[src/sv/bcomp_pkg.sv]
// Shared types and constants for the barometer compensation core.
// Depends on nothing; imported by every module of the block.
`default_nettype none

package bcomp_pkg;

    // Field widths
    localparam int RAW_W     = 24;   // raw converter readings D1, D2
    localparam int COEF_W    = 16;   // calibration words C1..C6
    localparam int TEMP_W    = 19;   // output temperature, 0.01 C
    localparam int PRES_W    = 32;   // output pressure, 0.01 mbar
    localparam int IN_DATA_W  = 48;  // two packed raw readings
    localparam int OUT_DATA_W = 56;  // temp + pressure, padded to bytes
    localparam int OUT_USED_W = TEMP_W + PRES_W;

    // Internal widths
    localparam int DT_W    = 25;     // temperature difference, signed
    localparam int PROD_W  = 42;     // dT times a calibration word, signed
    localparam int DTSQ_W  = 50;     // dT squared, signed container
    localparam int T1_W    = 20;     // first-order temperature, signed
    localparam int OFF1_W  = 36;     // first-order offset / sensitivity
    localparam int T2_W    = 18;     // second-order temperature term
    localparam int DEV_W   = 21;     // temperature deviation from a threshold
    localparam int SQ_W    = 36;     // squared deviation
    localparam int ACC_W   = 42;     // corrected offset / sensitivity
    localparam int SPLIT_W = 21;     // half of the sensitivity for the split multiply
    localparam int PPLO_W  = RAW_W + SPLIT_W;
    localparam int PPHI_W  = RAW_W + SPLIT_W + 1;
    localparam int SUM_W   = 48;

    // Shift amounts of the compensation formula
    localparam int SH_TEMP = 23;
    localparam int SH_T2   = 31;
    localparam int SH_OFF  = 7;
    localparam int SH_SENS = 8;
    localparam int SH_C2   = 16;
    localparam int SH_C1   = 15;
    localparam int SH_MUL  = 21;
    localparam int SH_PRES = 15;

    // Temperature thresholds in 0.01 C
    localparam logic signed [T1_W-1:0] TEMP_REF  = 20'sd2000;
    localparam logic signed [T1_W-1:0] TEMP_COLD = -20'sd1500;

    // Decoupling queue
    localparam int QDEPTH = 4;
    localparam int QPTR_W = $clog2(QDEPTH);
    localparam int QCNT_W = $clog2(QDEPTH + 1);

    // Configuration register indexes
    localparam int CFG_ADDR_W = 3;
    typedef enum logic [CFG_ADDR_W-1:0] {
        REG_C1 = 3'd0,
        REG_C2 = 3'd1,
        REG_C3 = 3'd2,
        REG_C4 = 3'd3,
        REG_C5 = 3'd4,
        REG_C6 = 3'd5
    } cfg_idx_t;

    // Calibration words as seen by the datapath
    typedef struct packed {
        logic [COEF_W-1:0] c1;
        logic [COEF_W-1:0] c2;
        logic [COEF_W-1:0] c3;
        logic [COEF_W-1:0] c4;
        logic [COEF_W-1:0] c5;
        logic [COEF_W-1:0] c6;
    } bcomp_coef_t;

    // First-order result handed from the front to the back
    typedef struct packed {
        logic [RAW_W-1:0]         d1;
        logic signed [T1_W-1:0]   temp1;
        logic signed [OFF1_W-1:0] off1;
        logic signed [OFF1_W-1:0] sens1;
        logic [T2_W-1:0]          t2;
        logic                     cold;
        logic                     very_cold;
    } bcomp_item_t;

endpackage

`default_nettype wire

[src/sv/bcomp_queue.sv]
// Short queue between the front and the back half, so each can stall alone.
// Depends on bcomp_pkg (item type and depth).
`default_nettype none

module bcomp_queue
    import bcomp_pkg::*;
(
    input  wire logic         clk,
    input  wire logic         rst_n,
    input  wire logic         wr_valid,
    output logic              wr_ready,
    input  wire bcomp_item_t  wr_item,
    output logic              rd_valid,
    input  wire logic         rd_ready,
    output bcomp_item_t       rd_item
);

    bcomp_item_t         slot_reg [QDEPTH];
    logic [QPTR_W-1:0]   wptr_reg, rptr_reg;
    logic [QCNT_W-1:0]   count_reg;
    logic                push, pop, full;

    assign full     = (count_reg == QCNT_W'(QDEPTH));
    assign rd_valid = (count_reg != '0);
    assign pop      = rd_valid && rd_ready;
    // A full queue still takes a request in the cycle it hands one on
    assign wr_ready = !full || rd_ready;
    assign push     = wr_valid && wr_ready;
    assign rd_item  = slot_reg[rptr_reg];

    // Advance pointers and occupancy
    always_ff @(posedge clk or negedge rst_n)
    begin
        if (!rst_n)
        begin
            wptr_reg  <= '0;
            rptr_reg  <= '0;
            count_reg <= '0;
        end
        else
        begin
            if (push)
            begin
                wptr_reg <= wptr_reg + 1'b1;
            end
            if (pop)
            begin
                rptr_reg <= rptr_reg + 1'b1;
            end
            if (push && !pop)
            begin
                count_reg <= count_reg + 1'b1;
            end
            else if (pop && !push)
            begin
                count_reg <= count_reg - 1'b1;
            end
        end
    end

    // Store incoming requests
    always_ff @(posedge clk)
    begin
        if (push)
        begin
            slot_reg[wptr_reg] <= wr_item;
        end
    end

endmodule

`default_nettype wire

[config.mk]
export PLATFORM = sky130hd
export DESIGN_NAME = bcomp_queue
export DESIGN_NICKNAME = d
export VERILOG_FILES = /design/src/sv/bcomp_pkg.sv /design/src/sv/bcomp_queue.sv
export SDC_FILE = /design/constraint.sdc
export NUM_CORES = 1
export LEC_CHECK = 0
export ABC_AREA = 1
export BUFFER_PORTS_ARGS = -buffer_cell sky130_fd_sc_hd__buf_2
export CORE_MARGIN = 1
export CORE_UTILIZATION = 55
export DETAILED_ROUTE_END_ITERATION = 10
export PLACE_DENSITY = 0.72
export SLEW_MARGIN = 20
export SYNTH_ARGS = -nofsm -noshare
export SYNTH_HDL_FRONTEND = slang
export SYNTH_SLANG_ARGS = --single-unit
[constraint.sdc]
create_clock -name clk -period 7.6 [get_ports clk]
set_input_delay 0.76 -clock clk [delete_from_list [all_inputs] [get_ports clk]]
set_output_delay 0.76 -clock clk [all_outputs]
set_load 0.05 [all_outputs]
==> summary.md <==
For this design the top-level I/O count stands at 278. The initial antenna violation count was 8; the number of flip-flops in the largest register was 544. For the clock latency at the later pin of the worst-skew pair, the log shows 0.59 ns.

Between clock sinks in the finished design, the worst skew comes to 0.0196 ns. Measured along the y axis, the die boundary spans 200 um. Across the run, the number of max-cap violations was 0. In this run the worst path has a maximum fanout of 237.

The Yosys warning count came out at 0. After routing the design area is 24900 um2. Dividing total power by cell area gives a power density of 456 nW/um2.

Once layout is complete, the cells apart from fillers number 2464. In this run the number of H-tree levels came out at 2. Clock-pin slew was measured on the worst setup and hold paths at 0.06 ns.

For this run, the register share of the synthesized area comes to 76.4%. Setup violations remaining at the end of the flow were counted as 0. The netlist uses 19 different library cells. The layout cell share with drive strength beyond 1 was 18.8%; the number of buffers created by CTS was 53. Hold timing on the final database bottoms out at a slack of 0.377 ns. The critical path launch point type is a flip-flop. The gate family responsible for the most delay along the worst path is buffers and inverters. In the routed design, unresolved DRC markers number 0.

For this run, the top clock speed supported by timing is 235 MHz. Of the available clock period, the critical path in the final layout requires 56.0%. The logs give 0 for the max-slew violation count and 38700 um2 for the core area. The detailed-route wire length per cell was 17.6 um. The first routing iteration left 888 violations.

The signal on the critical path passes through clkinv_8, buf_12, o211ai_1, nand2_1, buf_2. From synthesis to final layout, the design area changed by 15.2%. The first global-routing pass estimated 67.4 mm of wire. The run finished with clean final reports. In this run the static leakage power is 9.58 nW.

Buffers added to address setup during post-CTS repair amount to 0. The post-detailed-route count of antenna-violating nets is 0, and the number of detailed-routing iterations run before antenna repair is 5. The number of gates resized after CTS was 0. For the pin with the worst max-slew slack, the measured transition is 1.13 ns. TritonCTS built the clock tree. Counting along the longest clock path gives a buffer depth of 3. Data on the critical path arrives at its endpoint at 3.50 ns. Final net count: 2049.

The required arrival time at the worst endpoint was 6.84 ns. By startpoint and endpoint, the worst setup path is classified as flip-flop to output pin. Counting flops and latches in the post-synthesis netlist gives 551.

The cell with the biggest individual delay on the critical path was dfrtp_4. The worst pin sits at a relative slew slack of 24.9%. The wire-length estimate of the detail-placed layout is 24.4 mm. Average cell area after synthesis: 13.1 um2. The tools report the cell chosen for the clock root as clkbuf_16. Maximum vdd ir drop: 343 uV. In the layout the commonest cells are edfxtp_1 (544), nand2_1 (294), buf_2 (277). The tools report the number of global-route vias before repair as 12600.

After layout, the minimum clock period comes to 4.26 ns. The number of buffers and inverters on the critical path was 3; the width of the die was 200 um. The sum of overflow across all layers after global routing came out at 0.

STA classifies the critical path endpoint as an output pin. Entering global routing, the biggest net connects 238 pins. The tools report the placed cell area as 23200 um2. The initial core utilization was 55.8%.

The number of placed instances, taps included is 2365. The class of the worst hold path was primary input to flip-flop. The run gives 0.776 as the last weighted congestion value of the routability-driven placer. After detailed routing, the number of vias per cell comes to 5.24. The final layout contains routed wiring with a total length of 43.3 mm. Port buffering added 277 buffers. The design draws 0.0114 W. The cell area that synthesis handed to floorplanning was 21600 um2. The overall die area was 40100 um2.

Setup repair after global routing left no endpoint under its margin. The critical path's largest stage delay came out at 0.77 ns. Across every metal layer, demand over resource in global routing totals 21.6%. For the number of nets in the synthesized netlist, the log shows 1794. Row count: 72.

For the via count of the routed design, the log shows 12900. The logs give 0 for the final hold violation count and 551 for the count of clock tree sinks. Synthesis handed over a netlist of 1648 instances. The most common cell after layout, fill and taps aside is edfxtp_1.
## what timing repair did
item,CTS,global route
setup endpoints to repair,0,0
hold endpoints to repair,7,0
hold buffers,1,0
## area by class of cell
| class | instances | area [um2] |
|---|---|---|
| sequential | 551 | 16500 |
| fill | 2882 | 13800 |
| multi-input combinational | 857 | 4000 |
| timing repair buffer | 291 | 1520 |
| clock buffer | 64 | 1410 |
| tap | 518 | 648 |
| inverter | 149 | 572 |
| clock inverter | 29 | 209 |
| antenna | 5 | 12.5 |
## Yosys cell counts
cell / number / area (um2)
buf_1: 3 / 11.3
buf_2: 41 / 205
buf_4: 11 / 82.6
buf_6: 17 / 191
clkbuf_1: 19 / 71.3
dfrtp_1: 7 / 175
edfxtp_1: 544 / 16300
fa_1: 1 / 20.0
ha_1: 5 / 62.6
inv_1: 148 / 556
inv_4: 1 / 6.26
nand2_1: 294 / 1100
nand3_1: 5 / 25.0
nand4_1: 1 / 6.26
nor2_1: 278 / 1040
o211ai_1: 136 / 1020
o21ai_0: 26 / 130
o21ai_1: 110 / 551
xnor2_1: 1 / 8.76
## worst register-to-register path, stage by stage, from the launching register on
cell     delay, ns
dfrtp_1       0.42
nor2_1        0.09
nand2_1       0.12
nand2_1       0.28
nor2_4        0.89
buf_4         0.82
## power breakdown
group	internal (W)	total, W	switching [W]
Clock	0.00141	0.00246	0.00105
Sequential	0.00393	0.00415	0.000220
Combinational	0.000989	0.00473	0.00375
Total	0.00633	0.0114	0.00502
## path summary, 6_finish.rpt
check	slack [ns]	start	endpoint	cells after the start
max reg2reg	4.54	count_reg[0]	slot_reg[3][66]	5
max in group asynchronous	6.83	rst_n	rptr_reg[1]	2
min	0.38	wr_item[98]	slot_reg[1][98]	1
min reg2reg	0.48	count_reg[2]	count_reg[2]	2
min in group asynchronous	0.58	rst_n	wptr_reg[0]	2
max	3.34	rptr_reg[0]	rd_item[68]	5
## metal layers
| layer | wire length, um | vias to the layer above | track usage (%) |
|---|---|---|---|
| met2 | 21600 | 356 | 36.5 |
| met1 | 17500 | 6198 | 26.7 |
| li1 | - | 6262 | - |
| met5 | 52 | - | 0 |
| met3 | 3050 | 80 | 5.97 |
| met4 | 1160 | 10 | 8.05 |
## per-stage QoR
| stage | setup WS, ns | TNS, ns | utilization, % |
|---|---|---|---|
| 6_report | 3.34 | 0 | 64.3 |
| 5_1_grt | 3.17 | 0 | 64.2 |
| 4_1_cts | 3.32 | 0 | 64.2 |
| 3_5_place_dp | 3.98 | 0 | 60.0 |
| 3_3_place_gp | 4.05 | 0 | 60.0 |
| 2_1_floorplan | -0.161 | -87.68 | - |
## cell families (layout without fill, tap and decap cells)
family	after synthesis	in the layout	synth area share, %
and+or+nand+nor	578	578	10.1
DFF	551	551	76.4
AOI/OAI and AO/OA	272	272	7.88
buffers and inverters	240	533	5.20
adders and majority gates	6	6	0.382
xor gates and xnor gates	1	1	0.0405
other	0	5	0
Note: power is estimated with default switching activity, not from simulation.
