<file path="src/sv/bcomp_pkg.sv">
// Shared types and constants for the barometer compensation core.
// Depends on nothing; imported by every module of the block.
`default_nettype none

package bcomp_pkg;

    // Field widths
    localparam int RAW_W     = 24;   // raw converter readings D1, D2
    localparam int COEF_W    = 16;   // calibration words C1..C6
    localparam int TEMP_W    = 19;   // output temperature, 0.01 C
    localparam int PRES_W    = 32;   // output pressure, 0.01 mbar
    localparam int IN_DATA_W  = 48;  // two packed raw readings
    localparam int OUT_DATA_W = 56;  // temp + pressure, padded to bytes
    localparam int OUT_USED_W = TEMP_W + PRES_W;

    // Internal widths
    localparam int DT_W    = 25;     // temperature difference, signed
    localparam int PROD_W  = 42;     // dT times a calibration word, signed
    localparam int DTSQ_W  = 50;     // dT squared, signed container
    localparam int T1_W    = 20;     // first-order temperature, signed
    localparam int OFF1_W  = 36;     // first-order offset / sensitivity
    localparam int T2_W    = 18;     // second-order temperature term
    localparam int DEV_W   = 21;     // temperature deviation from a threshold
    localparam int SQ_W    = 36;     // squared deviation
    localparam int ACC_W   = 42;     // corrected offset / sensitivity
    localparam int SPLIT_W = 21;     // half of the sensitivity for the split multiply
    localparam int PPLO_W  = RAW_W + SPLIT_W;
    localparam int PPHI_W  = RAW_W + SPLIT_W + 1;
    localparam int SUM_W   = 48;

    // Shift amounts of the compensation formula
    localparam int SH_TEMP = 23;
    localparam int SH_T2   = 31;
    localparam int SH_OFF  = 7;
    localparam int SH_SENS = 8;
    localparam int SH_C2   = 16;
    localparam int SH_C1   = 15;
    localparam int SH_MUL  = 21;
    localparam int SH_PRES = 15;

    // Temperature thresholds in 0.01 C
    localparam logic signed [T1_W-1:0] TEMP_REF  = 20'sd2000;
    localparam logic signed [T1_W-1:0] TEMP_COLD = -20'sd1500;

    // Decoupling queue
    localparam int QDEPTH = 4;
    localparam int QPTR_W = $clog2(QDEPTH);
    localparam int QCNT_W = $clog2(QDEPTH + 1);

    // Configuration register indexes
    localparam int CFG_ADDR_W = 3;
    typedef enum logic [CFG_ADDR_W-1:0] {
        REG_C1 = 3'd0,
        REG_C2 = 3'd1,
        REG_C3 = 3'd2,
        REG_C4 = 3'd3,
        REG_C5 = 3'd4,
        REG_C6 = 3'd5
    } cfg_idx_t;

    // Calibration words as seen by the datapath
    typedef struct packed {
        logic [COEF_W-1:0] c1;
        logic [COEF_W-1:0] c2;
        logic [COEF_W-1:0] c3;
        logic [COEF_W-1:0] c4;
        logic [COEF_W-1:0] c5;
        logic [COEF_W-1:0] c6;
    } bcomp_coef_t;

    // First-order result handed from the front to the back
    typedef struct packed {
        logic [RAW_W-1:0]         d1;
        logic signed [T1_W-1:0]   temp1;
        logic signed [OFF1_W-1:0] off1;
        logic signed [OFF1_W-1:0] sens1;
        logic [T2_W-1:0]          t2;
        logic                     cold;
        logic                     very_cold;
    } bcomp_item_t;

endpackage

`default_nettype wire

</file>
<file path="src/sv/bcomp_front.sv">
// Front half: accepts raw reading pairs, computes dT and the first-order terms.
// Classifies each item as cold / very cold. Depends on bcomp_pkg.
`default_nettype none

module bcomp_front
    import bcomp_pkg::*;
(
    input  wire logic                  clk,
    input  wire logic                  rst_n,
    input  wire bcomp_coef_t           coef,
    input  wire logic                  in_valid,
    output logic                       in_ready,
    input  wire logic [IN_DATA_W-1:0]  in_data,
    output logic                       out_valid,
    input  wire logic                  out_ready,
    output bcomp_item_t                out_item
);

    // Stage valids
    logic f0_v_reg, f1_v_reg, f2_v_reg;
    logic f0_load, f1_load, f2_load;

    // Stage 0 payload
    logic [RAW_W-1:0]       f0_d1_reg;
    logic signed [DT_W-1:0] f0_dt_reg;
    logic signed [DT_W-1:0] dt_next;

    // Stage 1 payload
    logic [RAW_W-1:0]          f1_d1_reg;
    logic signed [PROD_W-1:0]  prod_t_reg, prod_o_reg, prod_s_reg;
    logic signed [DTSQ_W-1:0]  dtsq_reg;
    logic signed [PROD_W-1:0]  prod_t_next, prod_o_next, prod_s_next;
    logic signed [DTSQ_W-1:0]  dtsq_next;

    // Stage 2 payload
    bcomp_item_t              item_reg;
    bcomp_item_t              item_next;
    logic signed [T1_W-1:0]   temp1_next;

    // Advance each stage when it is empty or its successor takes its item
    assign f2_load  = !f2_v_reg || out_ready;
    assign f1_load  = !f1_v_reg || f2_load;
    assign f0_load  = !f0_v_reg || f1_load;
    assign in_ready = f0_load;

    always_ff @(posedge clk or negedge rst_n)
    begin
        if (!rst_n)
        begin
            f0_v_reg <= 1'b0;
            f1_v_reg <= 1'b0;
            f2_v_reg <= 1'b0;
        end
        else
        begin
            if (f0_load)
            begin
                f0_v_reg <= in_valid;
            end
            if (f1_load)
            begin
                f1_v_reg <= f0_v_reg;
            end
            if (f2_load)
            begin
                f2_v_reg <= f1_v_reg;
            end
        end
    end

    // Temperature difference dT = D2 - C5 * 2^8
    assign dt_next = $signed({1'b0, in_data[2*RAW_W-1:RAW_W]})
                   - $signed({1'b0, coef.c5, 8'b0});

    // Products of dT with C6, C4, C3 and with itself
    assign prod_t_next = PROD_W'(f0_dt_reg) * PROD_W'($signed({1'b0, coef.c6}));
    assign prod_o_next = PROD_W'(f0_dt_reg) * PROD_W'($signed({1'b0, coef.c4}));
    assign prod_s_next = PROD_W'(f0_dt_reg) * PROD_W'($signed({1'b0, coef.c3}));
    assign dtsq_next   = DTSQ_W'(f0_dt_reg) * DTSQ_W'(f0_dt_reg);

    // First-order temperature, offset, sensitivity, T2 term and classification
    always_comb
    begin
        temp1_next = {prod_t_reg[PROD_W-1], prod_t_reg[PROD_W-1:SH_TEMP]} + TEMP_REF;
        item_next.d1    = f1_d1_reg;
        item_next.temp1 = temp1_next;
        item_next.off1  = $signed({4'b0, coef.c2, {SH_C2{1'b0}}})
                        + $signed({prod_o_reg[PROD_W-1], prod_o_reg[PROD_W-1:SH_OFF]});
        item_next.sens1 = $signed({5'b0, coef.c1, {SH_C1{1'b0}}})
                        + $signed({{2{prod_s_reg[PROD_W-1]}}, prod_s_reg[PROD_W-1:SH_SENS]});
        item_next.t2        = dtsq_reg[SH_T2+T2_W-1:SH_T2];
        item_next.cold      = (temp1_next < TEMP_REF);
        item_next.very_cold = (temp1_next < TEMP_COLD);
    end

    // Payload registers
    always_ff @(posedge clk)
    begin
        if (f0_load)
        begin
            f0_d1_reg <= in_data[RAW_W-1:0];
            f0_dt_reg <= dt_next;
        end
        if (f1_load)
        begin
            f1_d1_reg  <= f0_d1_reg;
            prod_t_reg <= prod_t_next;
            prod_o_reg <= prod_o_next;
            prod_s_reg <= prod_s_next;
            dtsq_reg   <= dtsq_next;
        end
        if (f2_load)
        begin
            item_reg <= item_next;
        end
    end

    assign out_valid = f2_v_reg;
    assign out_item  = item_reg;

endmodule

`default_nettype wire

</file>
<file path="config.mk">
export PLATFORM = sky130hd
export DESIGN_NAME = bcomp_front
export DESIGN_NICKNAME = d
export VERILOG_FILES = /design/src/sv/bcomp_pkg.sv /design/src/sv/bcomp_front.sv
export SDC_FILE = /design/constraint.sdc
export NUM_CORES = 2
export LEC_CHECK = 0
export ABC_AREA = 1
export BUFFER_PORTS_ARGS = -buffer_cell sky130_fd_sc_hd__buf_2
export CORE_AREA = 2 2 404 406
export DETAILED_ROUTE_END_ITERATION = 16
export DIE_AREA = 0 0 406 408
export PLACE_DENSITY = 0.72
export SYNTH_ARGS = -nofsm -noshare
export SYNTH_HDL_FRONTEND = slang
export SYNTH_SLANG_ARGS = --single-unit
</file>
<file path="constraint.sdc">
create_clock -name clk -period 6.5 [get_ports clk]
set_input_delay 0.975 -clock clk [delete_from_list [all_inputs] [get_ports clk]]
set_output_delay 0.975 -clock clk [all_outputs]
set_load 0.1 [all_outputs]
</file>
==> summary.txt <==
Synthesis
  – Synth top area cells: fa_1 (44%), inv_1 (14%), nand2_1 (12%), edfxtp_1 (12%), ha_1 (7.9%)
  – Ys async rst share: 0.946%
  – Top cell type's share of synthesized area: around 44%
  – Post-synthesis sequential area ratio: approximately an eighth
  – Top cells by count, synth: inv_1 (2986), nand2_1 (2529), fa_1 (1767)
  – Post-synth EDFFs: about 310
  – Area leader, netlist: fa_1
  – Netlist Area Pre-Place: ~0.08 mm2
  – Seq cells post-synth: 317
  – Count leader, synth: inv_1
  – Top FF cell, synth: edfxtp_1
  – Syn_area_per_cell: 8.23 um2
  – Synth unique cells: 48
  – Synth Warn #: 0
  – Syn Inst Count: 9727
  – Syn_nets: ~12000

Setup path
  – Critical path class: reg -> reg
  – CP max-delay cell: fa_2
  – Startpoint class of the critical path: register
  – Crit-path cells: buf_12 > nand2_1 > inv_1 > fa_1 > fa_2 > inv_2 > fa_2 > clkinvlp_4 > fa_1 > fa_1 > fa_1 > fa_1 > ha_4 > nand2_1 > inv_1 > nand2_2 > nor2_2 > nand2_1 > nor3_2 > nand2_1 > nand4_1 > nand2_1
  – Crit path capture type: register
  – CP max FO: 23
  – CP peak stage delay: 0.62 ns
  – CP required: between 6 and 7 ns
  – Critical path arrival: approximately 6.8 ns

Floorplan
  – Initial Utilization: 49.5%
  – DIE HEIGHT: between 400 and 500 um
  – IO Pins: between 200 and 300
  – Die X: 406 um
  – Row count: roughly 150
  – Core area: roughly 0.16 mm2
  – Die area: around 0.17 mm2

CTS
  – Reg clk slew, reported paths: around 0.07 ns
  – CTS Hold Bufs: 0
  – CTS tree: done
  – Clock Latency Late Sink: 0.65 ns
  – Inserted Clock Buffers: between 40 and 50
  – Num Clock Sinks: ~320
  – Buffer levels on the longest clock path: 3
  – Clock Tree Root: clkbuf_16
  – H-tree depth: 2

STA
  – RSZ-0062 raised after global routing: true
  – Worst-Margin Slew: about 0.93 ns
  – Min cycle time layout: roughly 6.4 ns
  – Period utilization: a little over nine tenths
  – Clock skew: around 0.062 ns
  – Setup violators final: 0
  – Setup tns final: 0 ns
  – Fin. Hold Viols: 0
  – Max-slew headroom: 38.1%
  – Pins Over Slew Limit: 0
  – Setup slack after layout: just over 0.1 ns
  – Peak Freq: 0.156 GHz

Detailed routing
  – Met2 Wirelength: around 100 mm
  – 1st-pass router iterations: 6
  – Number of remaining DRC errors: 0
  – Vias per cell: around 5
  – Post-DRT Antenna Nets: 0
  – Initial DRC count: a little over 4000
  – WL final: a little over 200 mm
  – Met3 wire length: around 12 mm
  – Routed len/inst: roughly 17 um
  – Routed via count: 61200
  – Top sig layer: met5
  – Met1 Wirelength: between 80 and 90 mm

GRT
  – Largest net degree at the start of global routing: 79
  – Remaining Overflow, GRT: 0
  – Antenna violations before repair: 6
  – Vias in the first global route: about 67000
  – First-pass GRT wire length: between 300 and 400 mm
  – Global Route Usage Sum: roughly a quarter

Cells and area
  – Fin util: between 50% and 60%
  – Largest register FFs: approximately 140
  – Register Area: ~0.0095 mm2
  – Fill count: ~15000
  – Area growth, synth to finish: 10.2%
  – Multi-input gate area: approximately 0.06 mm2
  – Share of cells above drive strength 1: roughly 9%
  – Nets: 12500

Placement
  – Placer congestion estimate: roughly 0.97
  – DP Wirelength: 172 mm
  – Port bufs: between 200 and 300
  – Place WS: -0.117 ns

Worst hold path
  – Worst Hold Class: in -> async

Job
  – Max_cap viols: 0

Run status
  – Status: completed
[cell usage in the layout (no fill, tap or decap), types with 35 or more instances in the layout]
master     netlist  routed
nand2_2         13      36
o21bai_1        39      37
inv_1         2986    2977
nor2_2          17      35
a21oi_1        228     205
fa_1          1767    1756
xor2_1          83      83
buf_12           0      41
buf_2            3     285
o21ai_0        104      97
xnor2_1         44      44
nor2_1         405     376
nand2_1       2529    2503
clkbuf_16        0      44
ha_1           504     488
buf_4            2     304
nand3_1        161     159
edfxtp_1       314     314
nand4_1         54      54
[path summary, 6_finish.rpt]
kind | from | endpoint | slack, ns | depth (start not counted)
min reg2reg | prod_o_reg[11] | out_item[60] | 0.42 | 0
max reg2reg | f0_dt_reg[6] | dtsq_reg[42] | 0.10 | 22
max in group asynchronous | rst_n | out_valid | 6.27 | 1
min in group clk | prod_o_reg[11] | out_item[60] | 0.42 | 0
max | f0_dt_reg[6] | dtsq_reg[42] | 0.10 | 22
min | rst_n | f1_v_reg | 0.12 | 1
[routing by layer]
| layer | vias to the layer above | GRT usage [%] |
|---|---|---|
| li1 | 28300 | - |
| met1 | 30400 | 33.5 |
| met2 | 2054 | 44.2 |
| met3 | 417 | 2.96 |
| met4 | 8 | 7.50 |
| met5 | - | 0 |
[area by class of cell]
type,instances,area share (%)
multi-input cells,6079,66.4
clock buffers,42,1.17
flip-flops and latches,317,10.8
diodes,1,0.00284
well taps,2175,3.09
repair buffers,646,5.39
inverters,2989,12.7
clock inverters,32,0.444
[worst max-delay path: cells and delay by family (launching register included)]
family | cells | cell delay, ns
flip-flops | 1 | 0.44
buffers and inverters | 5 | 0.64
AND/OR/NAND/NOR | 9 | 0.99
adder cells (fa/ha/maj) | 8 | 4.05
[cell families after synthesis]
family / synth area share, %
compound gates: 2.98
flops: 11.9
fa+ha+maj: 52.1
buf+inv: 15.6
simple gates: 16.1
xor+xnor: 1.39
[through the flow]
stage	std cells	hold WS, ns	cell area, um2
after CTS	12300	0.0752	87400
final	12300	0.124	88200
after floorplan	9727	0.400	80100
after global placement	12200	0.400	86000
after detailed placement	12200	0.405	86000
after global routing	12300	0.0960	88200
[timing repair]
| action | 4_1_cts | 5_1_grt |
|---|---|---|
| setup buffers | 1 | 16 |
| pin swaps | 4 | 23 |
| gates resized for setup | 8 | 156 |
| endpoints found under the setup margin | 12 | 62 |
| gates cloned | 0 | 3 |
Power is not shown: default switching activity piles up to over one toggle a cycle in this logic, so the estimate is an artifact.
